--- src/hw/rtl/ecd_pkg.sv ---
// ----------------------------------------------------------------------------
// ecd_pkg
// Shared types, widths and helpers for the exposure cast detector.
// ----------------------------------------------------------------------------
package ecd_pkg;

   // Histogram geometry
   localparam int HIST_BINS = 256;
   localparam int BIN_W     = 8;
   localparam int CNT_W     = 25;   // per-bin count and pixel count
   localparam int SUM_W     = 32;   // signed offset sum
   localparam int DEV_W     = 34;   // signed N*(i-128) - S
   localparam int ABS_W     = 33;   // magnitude of the deviation
   localparam int ACC_W     = 58;   // weighted deviation sum and |S|*N

   localparam logic [CNT_W-1:0] MAX_PIXELS = CNT_W'(16777216);
   localparam logic [BIN_W-1:0] BIN_LAST   = BIN_W'(HIST_BINS - 1);

   typedef enum logic [1:0] {
      VERDICT_NORMAL = 2'd0,
      VERDICT_BRIGHT = 2'd1,
      VERDICT_DARK   = 2'd2
   } verdict_type;

   typedef enum logic [2:0] {
      ST_CLEAR,
      ST_RUN,
      ST_DRAIN,
      ST_WALK,
      ST_FLUSH,
      ST_FINISH
   } state_type;

   // Controller to datapath
   typedef struct packed {
      logic pixel_accept;   // take the pixel on the request channel
      logic clear_write;    // write zero to the current bin, advance
      logic walk_start;     // clear the weighted deviation sum
      logic walk_issue;     // read and zero the current bin, advance
      logic finish;         // load result, clear frame totals
   } cmd_type;

   // Datapath to controller
   typedef struct packed {
      logic bin_last;       // bin counter at the final bin
      logic pipe_empty;     // walk pipeline has drained
      logic out_free;       // result register can take a new beat
   } dp_flags_type;

   // Gray level: floor((11r + 16g + 5b) / 32)
   function automatic logic [BIN_W-1:0] to_gray(input logic [7:0] r,
                                                input logic [7:0] g,
                                                input logic [7:0] b);
      logic [12:0] s;
      s = 13'({5'd0, r}) * 13'd11 + {1'b0, g, 4'd0} + 13'({5'd0, b}) * 13'd5;
      return s[12:5];
   endfunction

endpackage

--- src/hw/rtl/ecd_ctrl.sv ---
// ----------------------------------------------------------------------------
// ecd_ctrl
// Sequencer: clearing pass, pixel intake, histogram walk and result hand-off.
// ----------------------------------------------------------------------------
module ecd_ctrl (
   input  logic                  clock,
   input  logic                  reset,
   input  logic                  req_valid,
   input  logic                  req_last,
   output logic                  req_ready,
   input  ecd_pkg::dp_flags_type status,
   output ecd_pkg::cmd_type      cmd
);
   import ecd_pkg::*;

   state_type state_ff;
   state_type state_in;

   // State register
   always_ff @(posedge clock) begin
      if (reset) begin
         state_ff <= ST_CLEAR;
      end else begin
         state_ff <= state_in;
      end
   end

   // Next state and commands
   always_comb begin
      state_in  = state_ff;
      cmd       = '0;
      req_ready = 1'b0;
      unique case (state_ff)
         ST_CLEAR: begin
            cmd.clear_write = 1'b1;
            if (status.bin_last) begin
               state_in = ST_RUN;
            end
         end
         ST_RUN: begin
            req_ready = 1'b1;
            if (req_valid) begin
               cmd.pixel_accept = 1'b1;
               if (req_last) begin
                  state_in = ST_DRAIN;
               end
            end
         end
         ST_DRAIN: begin
            // last pixel's bin update lands this cycle
            cmd.walk_start = 1'b1;
            state_in       = ST_WALK;
         end
         ST_WALK: begin
            cmd.walk_issue = 1'b1;
            if (status.bin_last) begin
               state_in = ST_FLUSH;
            end
         end
         ST_FLUSH: begin
            if (status.pipe_empty) begin
               state_in = ST_FINISH;
            end
         end
         ST_FINISH: begin
            if (status.out_free) begin
               cmd.finish = 1'b1;
               state_in   = ST_RUN;
            end
         end
         default: begin
            state_in = ST_CLEAR;
         end
      endcase
   end
endmodule

--- config.mk ---
export PLATFORM = sky130hd
export DESIGN_NAME = ecd_ctrl
export DESIGN_NICKNAME = d
export VERILOG_FILES = /design/src/hw/rtl/ecd_pkg.sv /design/src/hw/rtl/ecd_ctrl.sv
export SDC_FILE = /design/constraint.sdc
export NUM_CORES = 1
export LEC_CHECK = 0
export ABC_AREA = 1
export BUFFER_PORTS_ARGS = -buffer_cell sky130_fd_sc_hd__buf_4
export CAP_MARGIN = 5
export CORE_AREA = 2 2 39 41
export CTS_BUF_LIST = sky130_fd_sc_hd__clkbuf_8
export CTS_CLUSTER_DIAMETER = 80
export DETAILED_ROUTE_END_ITERATION = 6
export DIE_AREA = 0 0 41 43
export GPL_TIMING_DRIVEN = 0
export SYNTH_ARGS = -nofsm -noshare
export SYNTH_HDL_FRONTEND = slang
export SYNTH_SLANG_ARGS = --single-unit
--- constraint.sdc ---
create_clock -name clock -period 1.3 [get_ports clock]
set_clock_uncertainty 0.05 [all_clocks]
set_input_delay 0.325 -clock clock [delete_from_list [all_inputs] [get_ports clock]]
set_output_delay 0.325 -clock clock [all_outputs]
set_load 0.02 [all_outputs]
==> flow_summary.ini, run 1 <==
[layout]
post-route-util = 0.429
nFillCells = 156
area_delta_synth_final_pct = 101
largest_reg_flops = 3
top_regs = state_ff (3)
drive_gt1_frac = 0.575
nets = 88
fin_cells = 96
largest_register = state_ff
post-route-cell-area_um2 = 594
diodes = 0

[routing]
top_layer = met3
drc = 0
drt_iter0_drc = 5
dr_wl_met2_um = 508
post_drt_via_cell_ratio = 4.31
antenna_left = 0
m1WireLength_um = 367
num_vias = 414
drtPass1Iterations = 4
wl_met3_um = 52
wirelength_um = 928
routedWlPerCell_um = 9.67

[run]
maxCapViolCount = 0

[critical_path]
worstPathRequired_ps = 930
crit_family = flip-flops
reg2reg_depth = 9
cp_cell_sequence = nor2_4 > nand2_2 > inv_2 > buf_6
cp.buffers_inverters = 2
crit_path_start = state_ff[0]
worstReg2RegEnd = state_ff[1]
crit_fanout = 6
end_kind = output port
timing.rr.start = state_ff[0]
crit_path_start_kind = flop
critPathArrivalTime_ps = 980
cp_slowest_cell = dfxtp_4
rrSetupSlack_ps = 10
path_class = flop to output port
critPathMaxStageDelay_ps = 370

[die]
coreArea_um2 = 1380
dieArea_um2 = 1760
start_util = 0.213
num_rows = 14
io_pins = 13
dieWidth_um = 41
die_y_um = 43

[yosys]
synth_seq_cells = 3
synthArstFlopShare = 0
synth.distinct_cells = 13
synth_area_leader_cell = dfxtp_1
ys.flop_type = dfxtp_1
syn-cell-area_um2 = 295
synth_edf_count = 0
syn_inst = 56
synth-seq-area-share = 0.203
netlist.area_leader.share = 0.203
avgSynthCellArea_um2 = 5.27
yosysWarnings = 0
synthTopCellsByArea = dfxtp_1 20%, nand2_1 19%, nor2_1 15%
yosys-top-cells-count = 15 x nand2_1, 12 x nor2_1, 11 x inv_1
yosysMostFrequentCell = nand2_1
synth.net_count = 63

[cts]
ctsLongestPathBuffers = 2
cts_buffers = 3
clk_pin_slew_worst_paths_ps = 30
clk_latency_ps = 210
cts-root-buf = clkbuf_8
h-tree-depth = 1
cts_tree = done
numClockSinks = 3

[global_routing]
grt_pass1_vias = 372
grt.total_usage = 0.118
grt_pass1_wl_um = 1390
antenna_found_initial = 0
grt_remaining_overflow = 0
grt_max_degree = 8

[status]
violations = setup timing
status = complete, but fails checks

[sta]
final_max_slew_viol_count = 0
max_freq_mhz = 736
tightest_slew_ps = 159
hold_viol_final = 0
whs_ps = 216
max_slew_margin = 0.894
fin_crit_ps = 1360
rsz0062_at_grt = true
layout_setup_ws_ps = -58.6
setup_viol = 5
fin_crit_sh = 1.05
fin_setup_tns_ps = -192

[power_and_ir_drop]
p_leak_nw = 0.317
irDropWorstVdd_v = 0.000834
post-layout-total-power_mw = 1.50
cellPowerDensity_nw_per_um2 = 2530

[place]
pre_cts_ws_ps = 34.5
post_dp_cell_area_um2 = 408
io_buffers = 12
gp_congestion = 0.752
post-place-cells = 84
dp_hpwl_um = 534

[hold_path]
holdPathStages = 2
hold_class = input pin to flop
hold_end = state_ff[2]
hp-start = reset
==> layer usage <==
layer	track usage	vias up
met3	0.0157	0
met2	0.181	15
met1	0.134	182
met5	0	-
met4	0.100	0
li1	-	217
==> kinds of logic after synthesis <==
logic type,synth area share
AND/OR/NAND/NOR,0.534
buffers and inverters,0.191
AO/OA/AOI/OAI,0.0720
flip-flops,0.203
==> timing repair <==
item | CTS | global route
pin swaps | 3 | 9
endpoints found under the setup margin | 6 | 9
gates resized for setup | 15 | 16
buffers inserted | 5 | 4
hold buffers | 0 | 0
endpoints found under the hold margin | 0 | 0
==> final cells by class <==
type	instances	area, um2	area share
clock inverters	1	3.75	0.00632
flip-flops and latches	3	71.3	0.120
inverters	12	50.0	0.0842
repair buffers	21	176	0.297
well taps	16	20.0	0.0337
multi-input cells	40	231	0.389
clock buffers	3	41.3	0.0695
==> power by group <==
part	internal [mW]	switching, mW	leakage, nW
registers	0.150	0.0841	0.0267
clock network	0.201	0.0612	0.0269
logic	0.498	0.510	0.264
==> placed cells by master, fill, tap and decap left out <==
master / n
a21oi_1: 3
a31oi_1: 1
buf_4: 16
buf_6: 5
clkbuf_8: 3
dfxtp_4: 3
inv_1: 8
inv_2: 3
inv_4: 2
nand2_1: 10
nand2_2: 4
nand2_4: 1
nand3_1: 2
nand3_2: 2
nand3_4: 1
nand3b_1: 1
nand4_1: 2
nor2_1: 7
nor2_2: 5
nor2_4: 1
==> how the worst max path moves through the flow <==
stage                        end  slack (ps)  depth (start not counted)
after floorplan           cmd[0]          80                          2
after global placement    cmd[4]          40                          4
after detailed placement  cmd[4]          30                          4
after CTS                 cmd[3]         -70                          5
after global routing      cmd[2]        -100                          4
final                     cmd[2]         -60                          4
Note: power is estimated with default switching activity, not from simulation.
==> run 2: changes to the inputs <==
--- a/config.mk
+++ b/config.mk
@@ -13,7 +13,6 @@
 export CTS_CLUSTER_DIAMETER = 80
 export DETAILED_ROUTE_END_ITERATION = 6
 export DIE_AREA = 0 0 41 43
-export GPL_TIMING_DRIVEN = 0
 export SYNTH_ARGS = -nofsm -noshare
 export SYNTH_HDL_FRONTEND = slang
 export SYNTH_SLANG_ARGS = --single-unit
==> flow_summary.ini, run 2 (synthesis gave the netlist of run 1 again) <==
[layout]
top_regs = state_ff (3)
largest_register = state_ff
area_delta_synth_final_pct = 104
diodes = 0
drive_gt1_frac = 0.519
final_cell_mix = 12 x nand2_1, 12 x buf_4, 9 x inv_1
post-route-util = 0.436
post-route-cell-area_um2 = 603
largest_reg_flops = 3
nets = 85
fin_cells = 93

[critical_path]
end_kind = output port
crit_fanout = 5
crit_path_start = state_ff[1]
crit_path_start_kind = flop
critPathArrivalTime_ps = 970
worstPathRequired_ps = 930
path_class = flop to output port
timing.rr.start = state_ff[1]

[hold_path]
hold_class = input pin to flop
hp-start = reset

[sta]
whs_ps = 213
tightest_slew_ps = 192
setup_viol = 6
fin_crit_ps = 1350
rsz0062_at_grt = true
fin_crit_sh = 1.04
final_max_slew_viol_count = 0
hold_viol_final = 0
layout_setup_ws_ps = -46.5
max_slew_margin = 0.872
max_freq_mhz = 743

[global_routing]
grt_pass1_wl_um = 1300
grt_max_degree = 7
grt_pass1_vias = 341
antenna_found_initial = 0
grt_remaining_overflow = 0
grt.total_usage = 0.111

[power_and_ir_drop]
irDropWorstVdd_v = 0.00107
p_leak_nw = 0.309
cellPowerDensity_nw_per_um2 = 2470

[die]
num_rows = 14
start_util = 0.213
dieWidth_um = 41
coreArea_um2 = 1380
io_pins = 13
dieArea_um2 = 1760
die_y_um = 43

[place]
post-place-cells = 83
gp_congestion = 0.755
post_dp_cell_area_um2 = 397
pre_cts_ws_ps = 13.1
dp_hpwl_um = 593
io_buffers = 12

[cts]
clk_latency_ps = 220
numClockSinks = 3
cts_buffers = 3
h-tree-depth = 1
ctsLongestPathBuffers = 2
cts_tree = done
cts-root-buf = clkbuf_8
clk_pin_slew_worst_paths_ps = 30

[status]
violations = setup timing
status = complete, but fails checks

[routing]
drt_iter0_drc = 10
drc = 0
drtPass1Iterations = 4
antenna_left = 0
wirelength_um = 968
num_vias = 432
post_drt_via_cell_ratio = 4.65
routedWlPerCell_um = 10.4

[run]
maxCapViolCount = 0
[run 2: cell count changes in the layout (fill, tap and decap cells not counted), moves of 2 or more]
cell	change
buf_4	-4
nand2_1	+2
nand3_2	-2
nand3_4	+2
nor2_2	-4
nor2_4	+4
[run 2: layout make-up]
type	count	area, um2
clock buffers	3	41.3
clock inverters	1	3.75
fillers	148	781
inverters	12	52.6
multi-input cells	40	256
flip-flops and latches	3	71.3
well taps	16	20.0
repair buffers	18	158
[run 2: worst paths after layout]
check                                   end  slack, ps  cells after the start
worst max-delay path                 cmd[4]        -50                      4
worst min-delay path            state_ff[2]        210                      2
worst max register to register  state_ff[1]         70                      7
worst min register to register  state_ff[1]        630                      3
[run 2: metal layers]
layer / track usage / vias to the layer above / routed length, um / part of all wire
met3: 0.0209 / 2 / 80 / 0.083
met5: 0 / - / 0 / 0
li1: - / 216 / - / -
met4: 0.0800 / 0 / 21 / 0.022
met2: 0.172 / 24 / 523 / 0.54
met1: 0.128 / 190 / 343 / 0.35
[run 2: power breakdown]
group          switching, mW  total [mW]  internal, mW  leakage, nW
Combinational          0.523       0.982         0.460        0.256
Clock                 0.0638       0.265         0.201       0.0269
Sequential            0.0946       0.245         0.151       0.0267
Total                  0.681        1.49         0.811        0.309
[run 2: per-stage QoR]
step                      total power, mW  TNS (ps)
final                                1.49      -162
after global routing                 1.61      -396
after CTS                            1.30      -104
after detailed placement            0.795         0
after global placement              0.793         0
after floorplan                     0.631         0
[run 2: repair_timing]
action                                  in CTS  in global routing
pin swaps                                    2                  5
setup buffers                                6                  0
resized for setup                           16                 19
hold buffers                                 0                  0
endpoints found under the setup margin       6                  8
[run 2: critical path, stage by stage (launching register included)]
cell and delay, ps:
dfxtp_4 360, inv_6 80, nand3_4 90, nor2_4 110
buf_6 120
==> run 3: changes to the inputs <==
--- a/config.mk
+++ b/config.mk
@@ -5,7 +5,6 @@
 export SDC_FILE = /design/constraint.sdc
 export NUM_CORES = 1
 export LEC_CHECK = 0
-export ABC_AREA = 1
 export BUFFER_PORTS_ARGS = -buffer_cell sky130_fd_sc_hd__buf_4
 export CAP_MARGIN = 5
 export CORE_AREA = 2 2 39 41
@@ -13,6 +12,7 @@
 export CTS_CLUSTER_DIAMETER = 80
 export DETAILED_ROUTE_END_ITERATION = 6
 export DIE_AREA = 0 0 41 43
+export SLEW_MARGIN = 20
 export SYNTH_ARGS = -nofsm -noshare
 export SYNTH_HDL_FRONTEND = slang
 export SYNTH_SLANG_ARGS = --single-unit
==> flow_summary.ini, run 3 <==
[yosys]
synthTopCellsByArea = dfxtp_1 22%, a211oi_1 8.2%, nor3_1 5.5%
syn_inst = 36
synth.net_count = 43
synth.distinct_cells = 24
synth_area_leader_cell = dfxtp_1
synth-seq-area-share = 0.218
ys.flop_type = dfxtp_1
yosysWarnings = 0
yosys-top-cells-count = 3 x a211oi_1, 3 x dfxtp_1, 3 x nor2_1, 3 x nor3_1
syn-cell-area_um2 = 275
synthArstFlopShare = 0
avgSynthCellArea_um2 = 7.65
netlist.area_leader.share = 0.218
synth_seq_cells = 3
synth_edf_count = 0

[sta]
final_max_slew_viol_count = 0
max_slew_margin = 0.802
fin_crit_ps = 1530
hold_viol_final = 0
max_freq_mhz = 656
setup_viol = 9
tightest_slew_ps = 295
rsz0062_at_grt = true
whs_ps = 252
layout_setup_ws_ps = -225
fin_crit_sh = 1.17

[layout]
area_delta_synth_final_pct = 92.3
largest_reg_flops = 3
mostFrequentLayoutCell = buf_4
final_cell_mix = 15 x buf_4, 4 x buf_6, 3 x nor2_1, 3 x clkbuf_8
top_regs = state_ff (3)
nets = 64
post-route-util = 0.382
drive_gt1_frac = 0.625
diodes = 0
largest_register = state_ff

[routing]
num_vias = 347
post_drt_via_cell_ratio = 4.82
wirelength_um = 802
antenna_left = 0
drtPass1Iterations = 3
drc = 0
drt_iter0_drc = 2
routedWlPerCell_um = 11.1

[die]
die_y_um = 43
start_util = 0.199
dieWidth_um = 41
dieArea_um2 = 1760
io_pins = 13
coreArea_um2 = 1380
num_rows = 14

[critical_path]
path_depth = 4
crit_path_start_kind = flop
worstReg2RegEnd = state_ff[1]
crit_fanout = 5
critPathArrivalTime_ps = 1150
cp_slowest_cell = dfxtp_4
worstPathRequired_ps = 930
path_class = flop to output port
reg2reg_depth = 4
crit_family = simple AND/OR/NAND/NOR gates
rrSetupSlack_ps = -100
cp_cell_sequence = and2b_2 > nor2b_4 > and2_4 > buf_6
critPathMaxStageDelay_ps = 350
crit_path_start = state_ff[0]
timing.rr.start = state_ff[0]
cp.buffers_inverters = 1
end_kind = output port

[power_and_ir_drop]
pwr-share-seq = 0.135
p_sw_frac = 0.382
irDropWorstVdd_v = 0.000868
post-layout-total-power_mw = 1.23
p_leak_nw = 0.230
cellPowerDensity_nw_per_um2 = 2330
p_int_mw = 0.761
clock_power_share = 0.211
pwr-share-comb = 0.654
switchingPower_mw = 0.471

[cts]
clk_pin_slew_worst_paths_ps = 30
holdBufCountCts = 0
numClockSinks = 3
ctsLongestPathBuffers = 2
cts_tree = done
cts_buffers = 3
cts-root-buf = clkbuf_8
clk_latency_ps = 210
h-tree-depth = 1

[global_routing]
grt_max_degree = 15
grt_remaining_overflow = 0
grt.total_usage = 0.115
antenna_found_initial = 0
grt_pass1_vias = 318
grt_pass1_wl_um = 1320

[status]
violations = setup timing
status = complete, but fails checks

[hold_path]
hp-start = reset
hold_end = state_ff[1]
holdPathStages = 2
hold_class = input pin to flop

[place]
gp_congestion = 0.726
io_buffers = 12
dp_hpwl_um = 535

[run]
maxCapViolCount = 0
-- run 3: changes by cell type after synthesis, moves of 3 or more --
cell,delta
inv_1,-11
nand2_1,-13
nor2_1,-9
nor3_1,+3
a211oi_1,+3
nand3_1,-4
-- run 3: per-stage QoR --
step                setup slack [ps]  area [um2]  std cells  setup TNS (ps)
finish                          -225         529         72           -1120
global route                    -263         529         72           -1620
CTS                             -231         524         72           -1150
detailed placement              -172         425         66            -508
global placement                -143         425         66            -453
floorplan                       -156         295         36            -336
-- run 3: final cells by class --
type / count / area (um2)
fill: 143 / 855
multi-input combinational: 30 / 241
timing repair buffer: 19 / 158
sequential: 3 / 65.1
clock buffer: 3 / 41.3
tap: 16 / 20.0
clock inverter: 1 / 3.75
-- run 3: repair_timing --
action,CTS,global route
endpoints found under the hold margin,0,0
pin swaps,1,0
buffers inserted,2,0
endpoints found under the setup margin,9,9
resized for setup,11,2
-- run 3: cell families (layout without fill, tap and decap cells) --
group / after synthesis / count (layout) / synth area share
simple gates: 18 / 18 / 0.382
compound gates: 11 / 11 / 0.318
flops: 3 / 3 / 0.218
buf+inv: 3 / 23 / 0.0500
xor+xnor: 1 / 1 / 0.0318
-- run 3: worst max path at each step --
stage | slack [ps] | end
floorplan | -160 | cmd[4]
detailed placement | -170 | state_ff[1]
finish | -230 | cmd[4]
global placement | -140 | state_ff[1]
CTS | -230 | cmd[4]
global route | -260 | cmd[4]
-- run 3: layer usage --
metal / up-vias / part of all wire / global-route usage / wire [um]
li1: 175 / - / - / -
met1: 163 / 0.40 / 0.121 / 322
met2: 9 / 0.55 / 0.175 / 444
met3: 0 / 0.044 / 0.0628 / 35
met4: 0 / 0 / 0.0600 / 0
met5: - / 0 / 0 / 0
-- run 3: power by group through the flow --
| stage | Clock [mW] | Sequential, mW | Combinational (mW) |
|---|---|---|---|
| after floorplan | 0 | 0.159 | 0.456 |
| after global placement | 0 | 0.158 | 0.674 |
| after detailed placement | 0 | 0.157 | 0.682 |
| after CTS | 0.269 | 0.166 | 0.798 |
| after global routing | 0.285 | 0.173 | 0.877 |
| final | 0.260 | 0.166 | 0.806 |
